## src/design/i2cbm_pkg.sv

```systemverilog
package i2cbm_pkg;

    localparam int DATA_W     = 32;
    localparam int PADDR_W    = 3;
    localparam int SCALE_W    = 11;
    localparam int WAIT_W     = 13;
    localparam int UNITS_W    = 3;
    localparam int SCALE_MAX  = 1024;
    localparam int BIT_CNT_W  = 4;

    localparam logic REG_TICK_SCALE = 1'b0;

    localparam logic [2:0] CMD_CODE_START = 3'd1;
    localparam logic [2:0] CMD_CODE_STOP  = 3'd2;
    localparam logic [2:0] CMD_CODE_WRITE = 3'd3;
    localparam logic [2:0] CMD_CODE_READ  = 3'd4;

    typedef struct packed {
        logic [2:0] command;
        logic [7:0] write_byte;
        logic       send_ack;
        logic       sda_sampled;
    } t_in_item;

    typedef struct packed {
        logic       scl_release;
        logic       sda_release;
        logic       busy_res;
        logic       done_res;
        logic [7:0] read_byte;
        logic       ack_received;
    } t_out_item;

    typedef enum logic [2:0] {
        CMD_NONE  = 3'd0,
        CMD_START = 3'd1,
        CMD_STOP  = 3'd2,
        CMD_WRITE = 3'd3,
        CMD_READ  = 3'd4
    } t_cmd_kind;

    typedef struct packed {
        t_cmd_kind  kind;
        logic [7:0] write_byte;
        logic       send_ack;
        logic       sda_sampled;
    } t_cmd_item;

    typedef enum logic [21:0] {
        PH_IDLE      = 22'h000001,
        PH_ST_SCL_HI = 22'h000002,
        PH_ST_SDA_HI = 22'h000004,
        PH_ST_SDA_LO = 22'h000008,
        PH_ST_SCL_LO = 22'h000010,
        PH_SP_SDA_LO = 22'h000020,
        PH_SP_SCL_HI = 22'h000040,
        PH_SP_SDA_HI = 22'h000080,
        PH_WR_BIT    = 22'h000100,
        PH_WR_SCL_HI = 22'h000200,
        PH_WR_SCL_LO = 22'h000400,
        PH_WA_SDA_HI = 22'h000800,
        PH_WA_SCL_HI = 22'h001000,
        PH_WA_SAMPLE = 22'h002000,
        PH_WA_SCL_LO = 22'h004000,
        PH_RD_SDA_HI = 22'h008000,
        PH_RD_SCL_HI = 22'h010000,
        PH_RD_SAMPLE = 22'h020000,
        PH_RD_SCL_LO = 22'h040000,
        PH_MA_SDA    = 22'h080000,
        PH_MA_SCL_HI = 22'h100000,
        PH_MA_SCL_LO = 22'h200000
    } t_phase;

    // length of each phase in timing units
    function automatic logic [UNITS_W-1:0] phase_units(input t_phase p);
        logic [UNITS_W-1:0] u;
        unique case (p)
            PH_WR_SCL_HI, PH_WA_SCL_LO, PH_RD_SCL_LO,
            PH_MA_SCL_HI, PH_MA_SCL_LO:                 u = 3'd5;
            PH_WR_SCL_LO, PH_WA_SAMPLE, PH_RD_SAMPLE:   u = 3'd2;
            PH_IDLE:                                    u = 3'd0;
            default:                                    u = 3'd3;
        endcase
        return u;
    endfunction

endpackage

```

## src/design/i2cbm_fifo.sv

```systemverilog
module i2cbm_fifo #(
    parameter type t_data = logic
) (
    input  logic  i_clk,
    input  logic  i_rst_n,
    input  logic  i_push,
    input  t_data i_data,
    output logic  o_full,
    input  logic  i_pop,
    output t_data o_data,
    output logic  o_empty
);
    t_data      r_mem [2];
    logic       r_wptr;
    logic       r_rptr;
    logic [1:0] r_count;
    logic       w_push;
    logic       w_pop;

    assign o_full  = (r_count == 2'd2);
    assign o_empty = (r_count == 2'd0);
    assign o_data  = r_mem[r_rptr];
    assign w_push  = i_push && !o_full;
    assign w_pop   = i_pop && !o_empty;

    always_ff @(posedge i_clk) begin
        if (w_push) begin
            r_mem[r_wptr] <= i_data;
        end
    end

    always_ff @(posedge i_clk) begin
        if (!i_rst_n) begin
            r_wptr  <= 1'b0;
            r_rptr  <= 1'b0;
            r_count <= 2'd0;
        end else begin
            if (w_push) begin
                r_wptr <= !r_wptr;
            end
            if (w_pop) begin
                r_rptr <= !r_rptr;
            end
            r_count <= r_count + {1'b0, w_push} - {1'b0, w_pop};
        end
    end
endmodule

```

## src/design/i2cbm_front.sv

```systemverilog
module i2cbm_front (
    input  logic                 i_clk,
    input  logic                 i_rst_n,
    input  logic                 i_push,
    input  i2cbm_pkg::t_in_item  i_item,
    output logic                 o_full,
    input  logic                 i_take,
    output logic                 o_empty,
    output i2cbm_pkg::t_cmd_item o_cmd
);
    import i2cbm_pkg::*;

    t_cmd_item w_cmd;

    // unknown codes behave like no command
    always_comb begin
        w_cmd.write_byte  = i_item.write_byte;
        w_cmd.send_ack    = i_item.send_ack;
        w_cmd.sda_sampled = i_item.sda_sampled;
        unique case (i_item.command)
            CMD_CODE_START: w_cmd.kind = CMD_START;
            CMD_CODE_STOP:  w_cmd.kind = CMD_STOP;
            CMD_CODE_WRITE: w_cmd.kind = CMD_WRITE;
            CMD_CODE_READ:  w_cmd.kind = CMD_READ;
            default:        w_cmd.kind = CMD_NONE;
        endcase
    end

    i2cbm_fifo #(.t_data(t_cmd_item)) u_queue (
        .i_clk   (i_clk),
        .i_rst_n (i_rst_n),
        .i_push  (i_push),
        .i_data  (w_cmd),
        .o_full  (o_full),
        .i_pop   (i_take),
        .o_data  (o_cmd),
        .o_empty (o_empty)
    );
endmodule

```

## src/design/i2cbm_back.sv

```systemverilog
module i2cbm_back (
    input  logic                                i_clk,
    input  logic                                i_rst_n,
    input  logic [i2cbm_pkg::SCALE_W-1:0]       i_eff_scale,
    input  logic                                i_valid,
    input  i2cbm_pkg::t_cmd_item                i_cmd,
    output logic                                o_take,
    input  logic                                i_out_full,
    output logic                                o_out_push,
    output i2cbm_pkg::t_out_item                o_out_item
);
    import i2cbm_pkg::*;

    t_phase                r_phase, n_phase;
    logic [BIT_CNT_W-1:0]  r_bit_cnt, n_bit_cnt;
    logic [WAIT_W-1:0]     r_wait, n_wait;
    logic [7:0]            r_shift, n_shift;
    logic                  r_ack, n_ack;
    logic                  r_mack, n_mack;
    logic                  r_scl, n_scl;
    logic                  r_sda, n_sda;
    logic [7:0]            r_held, n_held;

    logic                  w_step;
    logic                  w_done;
    logic                  w_ent_en;
    t_phase                w_ent;
    logic [UNITS_W+SCALE_W-1:0] w_prod;

    assign w_step     = i_valid && !i_out_full;
    assign o_take     = w_step;
    assign o_out_push = w_step;

    assign w_prod = {{SCALE_W{1'b0}}, phase_units(w_ent)}
                  * {{UNITS_W{1'b0}}, i_eff_scale};

    always_comb begin
        n_phase   = r_phase;
        n_bit_cnt = r_bit_cnt;
        n_wait    = r_wait;
        n_shift   = r_shift;
        n_ack     = r_ack;
        n_mack    = r_mack;
        n_scl     = r_scl;
        n_sda     = r_sda;
        n_held    = r_held;
        w_done    = 1'b0;
        w_ent_en  = 1'b0;
        w_ent     = PH_IDLE;

        // advance the running command
        if (r_phase != PH_IDLE) begin
            if (r_wait != '0) begin
                n_wait = r_wait - 1'b1;
            end else begin
                w_ent_en = 1'b1;
                unique case (r_phase)
                    PH_ST_SCL_HI: w_ent = PH_ST_SDA_HI;
                    PH_ST_SDA_HI: w_ent = PH_ST_SDA_LO;
                    PH_ST_SDA_LO: w_ent = PH_ST_SCL_LO;
                    PH_SP_SDA_LO: w_ent = PH_SP_SCL_HI;
                    PH_SP_SCL_HI: w_ent = PH_SP_SDA_HI;
                    PH_WR_BIT:    w_ent = PH_WR_SCL_HI;
                    PH_WR_SCL_HI: w_ent = PH_WR_SCL_LO;
                    PH_WR_SCL_LO: begin
                        n_bit_cnt = r_bit_cnt + 1'b1;
                        w_ent = n_bit_cnt[3] ? PH_WA_SDA_HI : PH_WR_BIT;
                    end
                    PH_WA_SDA_HI: w_ent = PH_WA_SCL_HI;
                    PH_WA_SCL_HI: w_ent = PH_WA_SAMPLE;
                    PH_WA_SAMPLE: w_ent = PH_WA_SCL_LO;
                    PH_RD_SDA_HI: w_ent = PH_RD_SCL_HI;
                    PH_RD_SCL_HI: w_ent = PH_RD_SAMPLE;
                    PH_RD_SAMPLE: w_ent = PH_RD_SCL_LO;
                    PH_RD_SCL_LO: begin
                        n_bit_cnt = r_bit_cnt + 1'b1;
                        if (n_bit_cnt[3]) begin
                            n_held = r_shift;
                            w_ent  = PH_MA_SDA;
                        end else begin
                            w_ent  = PH_RD_SCL_HI;
                        end
                    end
                    PH_MA_SDA:    w_ent = PH_MA_SCL_HI;
                    PH_MA_SCL_HI: w_ent = PH_MA_SCL_LO;
                    default: begin
                        // last phase of a command
                        w_ent_en = 1'b0;
                        n_phase  = PH_IDLE;
                        w_done   = 1'b1;
                    end
                endcase
            end
        end

        // a command is started whenever the engine is idle after this tick
        if (r_phase == PH_IDLE || w_done) begin
            unique case (i_cmd.kind)
                CMD_START: begin
                    w_ent_en = 1'b1;
                    w_ent    = PH_ST_SCL_HI;
                end
                CMD_STOP: begin
                    w_ent_en = 1'b1;
                    w_ent    = PH_SP_SDA_LO;
                end
                CMD_WRITE: begin
                    n_shift   = i_cmd.write_byte;
                    n_bit_cnt = '0;
                    w_ent_en  = 1'b1;
                    w_ent     = PH_WR_BIT;
                end
                CMD_READ: begin
                    n_mack    = i_cmd.send_ack;
                    n_bit_cnt = '0;
                    w_ent_en  = 1'b1;
                    w_ent     = PH_RD_SDA_HI;
                end
                default: ;
            endcase
        end

        if (w_ent_en) begin
            n_phase = w_ent;
            n_wait  = WAIT_W'(w_prod - 1'b1);
            unique case (w_ent)
                PH_ST_SCL_HI, PH_SP_SCL_HI, PH_WR_SCL_HI,
                PH_WA_SCL_HI, PH_RD_SCL_HI, PH_MA_SCL_HI:  n_scl = 1'b1;
                PH_ST_SCL_LO, PH_WA_SCL_LO, PH_RD_SCL_LO,
                PH_MA_SCL_LO:                               n_scl = 1'b0;
                PH_ST_SDA_HI, PH_SP_SDA_HI, PH_WA_SDA_HI,
                PH_RD_SDA_HI:                               n_sda = 1'b1;
                PH_ST_SDA_LO, PH_SP_SDA_LO:                 n_sda = 1'b0;
                PH_WR_BIT:    n_sda = n_shift[7];
                PH_WR_SCL_LO: begin
                    n_scl   = 1'b0;
                    n_shift = {n_shift[6:0], 1'b0};
                end
                PH_WA_SAMPLE: n_ack   = !i_cmd.sda_sampled;
                PH_RD_SAMPLE: n_shift = {n_shift[6:0], i_cmd.sda_sampled};
                PH_MA_SDA:    n_sda   = !n_mack;
                default: ;
            endcase
        end
    end

    always_comb begin
        o_out_item.scl_release  = n_scl;
        o_out_item.sda_release  = n_sda;
        o_out_item.busy_res     = (n_phase != PH_IDLE);
        o_out_item.done_res     = w_done;
        o_out_item.read_byte    = n_held;
        o_out_item.ack_received = n_ack;
    end

    always_ff @(posedge i_clk) begin
        if (!i_rst_n) begin
            r_phase   <= PH_IDLE;
            r_bit_cnt <= '0;
            r_wait    <= '0;
            r_shift   <= '0;
            r_ack     <= 1'b0;
            r_mack    <= 1'b0;
            r_scl     <= 1'b1;
            r_sda     <= 1'b1;
            r_held    <= '0;
        end else if (w_step) begin
            r_phase   <= n_phase;
            r_bit_cnt <= n_bit_cnt;
            r_wait    <= n_wait;
            r_shift   <= n_shift;
            r_ack     <= n_ack;
            r_mack    <= n_mack;
            r_scl     <= n_scl;
            r_sda     <= n_sda;
            r_held    <= n_held;
        end
    end
endmodule

```

## src/design/i2c_bit_level_master_unit.sv

```systemverilog
// Bit-level I2C master engine, stepped by one item per timebase tick.
// Input queue: push/full with i_item (command, write byte, ack choice and the
// SDA level seen on that tick). Result queue: empty/pop with o_item (SCL and
// SDA release levels, busy, done pulse, last read byte, slave ack).
// Every accepted item yields exactly one result item, in order.
// An item pushed waits in the input queue; the engine takes it and writes its
// result to the result queue, which drives o_item. Throughput: one item per
// cycle while the result queue has room, set by the phase/counter update.
// A two-entry queue sits between the command classifier and the engine, and
// a two-entry result queue feeds the output; when pop stays low the result
// queue fills, the engine stalls, then the input queue fills and full rises.
// Accepted items are never dropped; a push while full is ignored.
// tick_scale (APB, address 0) scales every phase length; 0 acts as 1 and
// values above 1024 act as 1024. Write it only while the engine is idle.
// Reset (synchronous, active low) empties both queues, releases SCL and SDA,
// clears the engine state and sets tick_scale to 1.
module i2c_bit_level_master_unit (
    input  logic                                  i_clk,
    input  logic                                  i_rst_n,
    input  logic                                  push,
    input  i2cbm_pkg::t_in_item                   i_item,
    output logic                                  full,
    input  logic                                  pop,
    output i2cbm_pkg::t_out_item                  o_item,
    output logic                                  empty,
    input  logic                                  psel,
    input  logic                                  penable,
    input  logic                                  pwrite,
    input  logic [i2cbm_pkg::PADDR_W-1:0]         paddr,
    input  logic [i2cbm_pkg::DATA_W-1:0]          pwdata,
    output logic [i2cbm_pkg::DATA_W-1:0]          prdata,
    output logic                                  pready
);
    import i2cbm_pkg::*;

    logic [SCALE_W-1:0] r_tick_scale;
    logic [SCALE_W-1:0] r_eff_scale;
    logic [SCALE_W-1:0] w_wr_scale;
    logic               w_cfg_wr;

    logic               w_mid_empty;
    logic               w_mid_take;
    t_cmd_item          w_mid_cmd;
    logic               w_out_full;
    logic               w_out_push;
    t_out_item          w_out_item;

    assign pready     = 1'b1;
    assign w_cfg_wr   = psel && penable && pwrite && pready
                     && (paddr[2] == REG_TICK_SCALE);
    assign w_wr_scale = pwdata[SCALE_W-1:0];
    assign prdata     = (paddr[2] == REG_TICK_SCALE)
                      ? {{(DATA_W-SCALE_W){1'b0}}, r_tick_scale} : '0;

    always_ff @(posedge i_clk) begin
        if (!i_rst_n) begin
            r_tick_scale <= SCALE_W'(1);
            r_eff_scale  <= SCALE_W'(1);
        end else if (w_cfg_wr) begin
            r_tick_scale <= w_wr_scale;
            if (w_wr_scale == '0) begin
                r_eff_scale <= SCALE_W'(1);
            end else if (w_wr_scale > SCALE_W'(SCALE_MAX)) begin
                r_eff_scale <= SCALE_W'(SCALE_MAX);
            end else begin
                r_eff_scale <= w_wr_scale;
            end
        end
    end

    i2cbm_front u_front (
        .i_clk   (i_clk),
        .i_rst_n (i_rst_n),
        .i_push  (push),
        .i_item  (i_item),
        .o_full  (full),
        .i_take  (w_mid_take),
        .o_empty (w_mid_empty),
        .o_cmd   (w_mid_cmd)
    );

    i2cbm_back u_back (
        .i_clk       (i_clk),
        .i_rst_n     (i_rst_n),
        .i_eff_scale (r_eff_scale),
        .i_valid     (!w_mid_empty),
        .i_cmd       (w_mid_cmd),
        .o_take      (w_mid_take),
        .i_out_full  (w_out_full),
        .o_out_push  (w_out_push),
        .o_out_item  (w_out_item)
    );

    i2cbm_fifo #(.t_data(t_out_item)) u_out_queue (
        .i_clk   (i_clk),
        .i_rst_n (i_rst_n),
        .i_push  (w_out_push),
        .i_data  (w_out_item),
        .o_full  (w_out_full),
        .i_pop   (pop),
        .o_data  (o_item),
        .o_empty (empty)
    );
endmodule
```

## config.mk

```make
export PLATFORM = sky130hd
export DESIGN_NAME = i2c_bit_level_master_unit
export DESIGN_NICKNAME = d
export VERILOG_FILES = /design/src/design/i2cbm_pkg.sv /design/src/design/i2cbm_fifo.sv /design/src/design/i2cbm_front.sv /design/src/design/i2cbm_back.sv /design/src/design/i2c_bit_level_master_unit.sv
export SDC_FILE = /design/constraint.sdc
export NUM_CORES = 1
export LEC_CHECK = 0
export BUFFER_PORTS_ARGS = -buffer_cell sky130_fd_sc_hd__buf_2
export CORE_AREA = 5 5 124 184
export DETAILED_ROUTE_END_ITERATION = 8
export DIE_AREA = 0 0 129 189
export SYNTH_ARGS = -nofsm -noshare
export SYNTH_HDL_FRONTEND = slang
export SYNTH_SLANG_ARGS = --single-unit
```

## constraint.sdc

```tcl
create_clock -name i_clk -period 6.3 [get_ports i_clk]
set_input_delay 1.26 -clock i_clk [delete_from_list [all_inputs] [get_ports i_clk]]
set_output_delay 1.26 -clock i_clk [all_outputs]
set_load 0.005 [all_outputs]
```

==> results.yml <==
logic_synthesis:
  synth_common_cells: "97 x nor2_1, 93 x nand2_1, 91 x dfxtp_1, 54 x a21oi_1, 52 x edfxtp_1"
  synth.area.mux_share_pct: 5.93
  synth-async-reset-ratio_pct: 0
  synth.distinct_cells: 77
  dominantRegCellSynth: "dfxtp_1"
  syn_area_mm2: 0.00825
  ys_seq_area_share_pct: 41.0
  synth-edff-count: 52
  synth.most_common_cell: "nor2_1"
  synth_simple_gate_area_share_pct: 24.0
  ys_seq_elements: 143
  synth-xor-area-share_pct: 3.08
  syn_inst: 897
  synth.area.top_cells: "dfxtp_1 22%, edfxtp_1 19%, nor2_1 4.4%"
  yosysWarnings: 0
  netlist.area_leader.share_pct: 22.1
  synth_top_family_by_area: "simple AND/OR/NAND/NOR gates"
  synthAdderAreaFrac_pct: 6.83
  syn_area_per_cell_um2: 9.19
  synth_compound_area_share_pct: 13.0
  yosysTopAreaCell: "dfxtp_1"
run:
  drv_cap: 0
critical_path:
  reg2reg_depth: 19
  cp.depth: 19
  critPathCaptureType: "register"
  reg2reg_from: "u_back.r_phase[4]"
  worst-path-buf-inv: 2
  required_ns: 6.62
  reg2reg_to: "u_back.r_wait[12]"
  slowest_delay_ns: 0.61
  worst_ep_arrival_time_ns: 6.04
  crit_chain: "or4_4, or4_4, nor3_1, nor3_1, a41oi_2, nor2b_1, buf_4, nand2_1, ha_1, inv_1, fa_1, ha_1, a21oi_1, o211ai_1, or4_1, a31o_2, o41ai_1, xnor2_1, o21ai_1"
  crit_fanout: 12
  cpMaxStageDelayCell: "or4_4"
  crit_end: "u_back.r_wait[12]"
  criticalPathCategory: "register to register"
  r2r_slack_ns: 0.57
  setup.worst_path.start: "u_back.r_phase[4]"
  cp-start-kind: "register"
  cp_top_family: "simple AND/OR/NAND/NOR gates"
clock_network:
  cts_tree: "yes"
  clock_latency_ns: 0.43
  clockBufferDepth: 2
  cts_buffers: 17
  clk_root_buffer_cell: "clkbuf_16"
  clkTransAtPathRegs_ns: 0.07
  cts_hold_buf: 0
  cts_num_sinks: 143
  postCtsSetupBuffers: 0
  cts-htree-levels: 4
  cts_resized: 0
routing:
  vias: 6616
  vias_per_cell: 5.40
  wl_per_cell_um: 16.4
  drtAntennaViolNets: 0
  dr.pass1.iters: 5
  drt_iter0_drc: 434
  drc: 0
  wirelength_mm: 20.2
grt:
  grt_pass1_wl_mm: 33.0
  antenna_found_initial: 0
  grt_util_all_layers_pct: 16.8
  grt_overflow: 0
  grt_max_degree: 53
  first_global_vias: 6671
cells_and_area:
  final_nets: 1039
  nFillCells: 2075
  n_antenna_cell: 0
  syn_to_final_growth_pct: 13.4
  layout-drive-gt1-share_pct: 17.6
sta:
  hold_viol_final: 0
  max_slew_margin_pct: 22.9
  fin_setup_tns_ns: 0
  whs_ns: 0.455
  period_needed_ns: 5.73
  rsz0062_at_grt: "false"
  fmax_mhz: 175
  slew_viol_final: 0
  worst_pin_slew_ns: 1.15
  setup_viol: 0
  skew_ns: 0.0101
  finalCritPeriodShare_pct: 90.9
placed_design:
  gp_congestion: 0.905
  port-buffer-count: 57
  dp_hpwl_mm: 14.7
floorplanning:
  chipWidth_um: 129
  coreArea_mm2: 0.0210
  die_h_um: 189
  num_io_pins: 103
  initial_core_util_pct: 39.3
  die-area_mm2: 0.0244
  num_rows: 65
power:
  ir_worst_vdd_uv: 244
  power.total_mw: 4.60
  power_density_mw_per_mm2: 492
  p_leak_nw: 3.53
status:
  status: "finished, final reports clean"
worst_hold_path:
  hp-class: "register to register"
## per-layer routing
| layer | up-vias | track usage (%) | routed length [µm] |
|---|---|---|---|
| li1 | 3269 | - | - |
| met1 | 3164 | 18.3 | 7950 |
| met2 | 156 | 31.6 | 11100 |
| met3 | 27 | 2.88 | 696 |
| met4 | 0 | 6.51 | 450 |
| met5 | - | 0 | 0 |
## stage by stage
step | util, % | instance area (µm²) | cells | setup slack, ns
floorplan | - | 8320 | 917 | 0.942
global placement | 41.6 | 8720 | 1194 | 0.608
detailed placement | 41.6 | 8720 | 1194 | 0.604
CTS | 44.6 | 9350 | 1226 | 0.555
global route | 44.6 | 9350 | 1226 | 0.214
finish | 44.6 | 9350 | 1226 | 0.571
## layout make-up
cell class | instances | area [µm²] | share of cell area, %
Timing Repair Buffer | 78 | 443 | 4.74
Inverter | 34 | 128 | 1.36
Multi-Input combinational cell | 671 | 4440 | 47.4
Clock inverter | 13 | 153 | 1.63
Sequential cell | 143 | 3380 | 36.2
Clock buffer | 19 | 475 | 5.08
Tap cell | 268 | 335 | 3.59
## sequential cells by signal, summed over array words and instances (netlist names), named ones only
register,cells
u_back.r_shift,8
u_back.r_sda,1
u_back.r_ack,1
u_out_queue.r_wptr,1
u_back.r_bit_cnt,4
u_back.r_phase,22
u_back.r_held,8
u_front.u_queue.r_mem,26
u_front.u_queue.r_count,2
u_back.r_mack,1
r_tick_scale,11
u_out_queue.r_rptr,1
u_back.r_scl,1
u_out_queue.r_mem,26
u_front.u_queue.r_rptr,1
u_front.u_queue.r_wptr,1
r_eff_scale,11
u_back.r_wait,13
u_out_queue.r_count,2
## logic make-up (layout without fill, tap and decap cells)
family | Yosys count | count (layout)
AO/OA/AOI/OAI | 157 | 157
XOR/XNOR | 29 | 29
adder cells (fa/ha/maj) | 39 | 39
buffers and inverters | 103 | 144
flip-flops | 143 | 143
multiplexers | 45 | 45
other | 2 | 22
AND/OR/NAND/NOR | 379 | 379
## worst min path at each step
stage | from | end | depth (start not counted)
3_5_place_dp | r_tick_scale[4] | r_tick_scale[4] | 2
6_report | r_tick_scale[4] | r_tick_scale[4] | 2
4_1_cts | r_tick_scale[4] | r_tick_scale[4] | 2
2_1_floorplan | r_tick_scale[10] | r_tick_scale[10] | 2
5_1_grt | r_tick_scale[6] | r_tick_scale[6] | 2
3_3_place_gp | r_tick_scale[3] | r_tick_scale[3] | 2
## cell usage in the layout (no fill, tap or decap), types with 10 or more instances in the layout
cell type / synthesis / routed
buf_4: 22 / 21
xor2_1: 10 / 10
nand2b_1: 12 / 12
a21oi_1: 54 / 54
dfxtp_1: 91 / 91
conb_1: 2 / 22
nor2_1: 97 / 97
o21ai_0: 18 / 18
nor3_1: 34 / 34
xnor2_1: 19 / 19
or3_1: 12 / 12
edfxtp_1: 52 / 52
clkbuf_16: 0 / 19
inv_1: 33 / 33
nand2_1: 93 / 93
fa_1: 10 / 10
and2_1: 11 / 11
buf_2: 15 / 57
nor4_1: 17 / 17
nand3_1: 17 / 17
a22oi_1: 13 / 13
ha_1: 29 / 29
mux2_2: 29 / 29
mux2i_1: 14 / 14
nor2b_1: 18 / 18
## tightest hold or removal path, delay by kind of cell (launching register included)
kind | cells | cell delay [ns]
flops | 1 | 0.31
simple gates | 1 | 0.05
compound gates | 1 | 0.05
## report_power, final
group	internal (mW)	leakage, nW	switching (mW)
Clock	0.580	0.304	0.466
Sequential	1.20	1.22	0.117
Combinational	0.890	2.00	1.35
No activity file was read; power rests on OpenSTA's default activity.
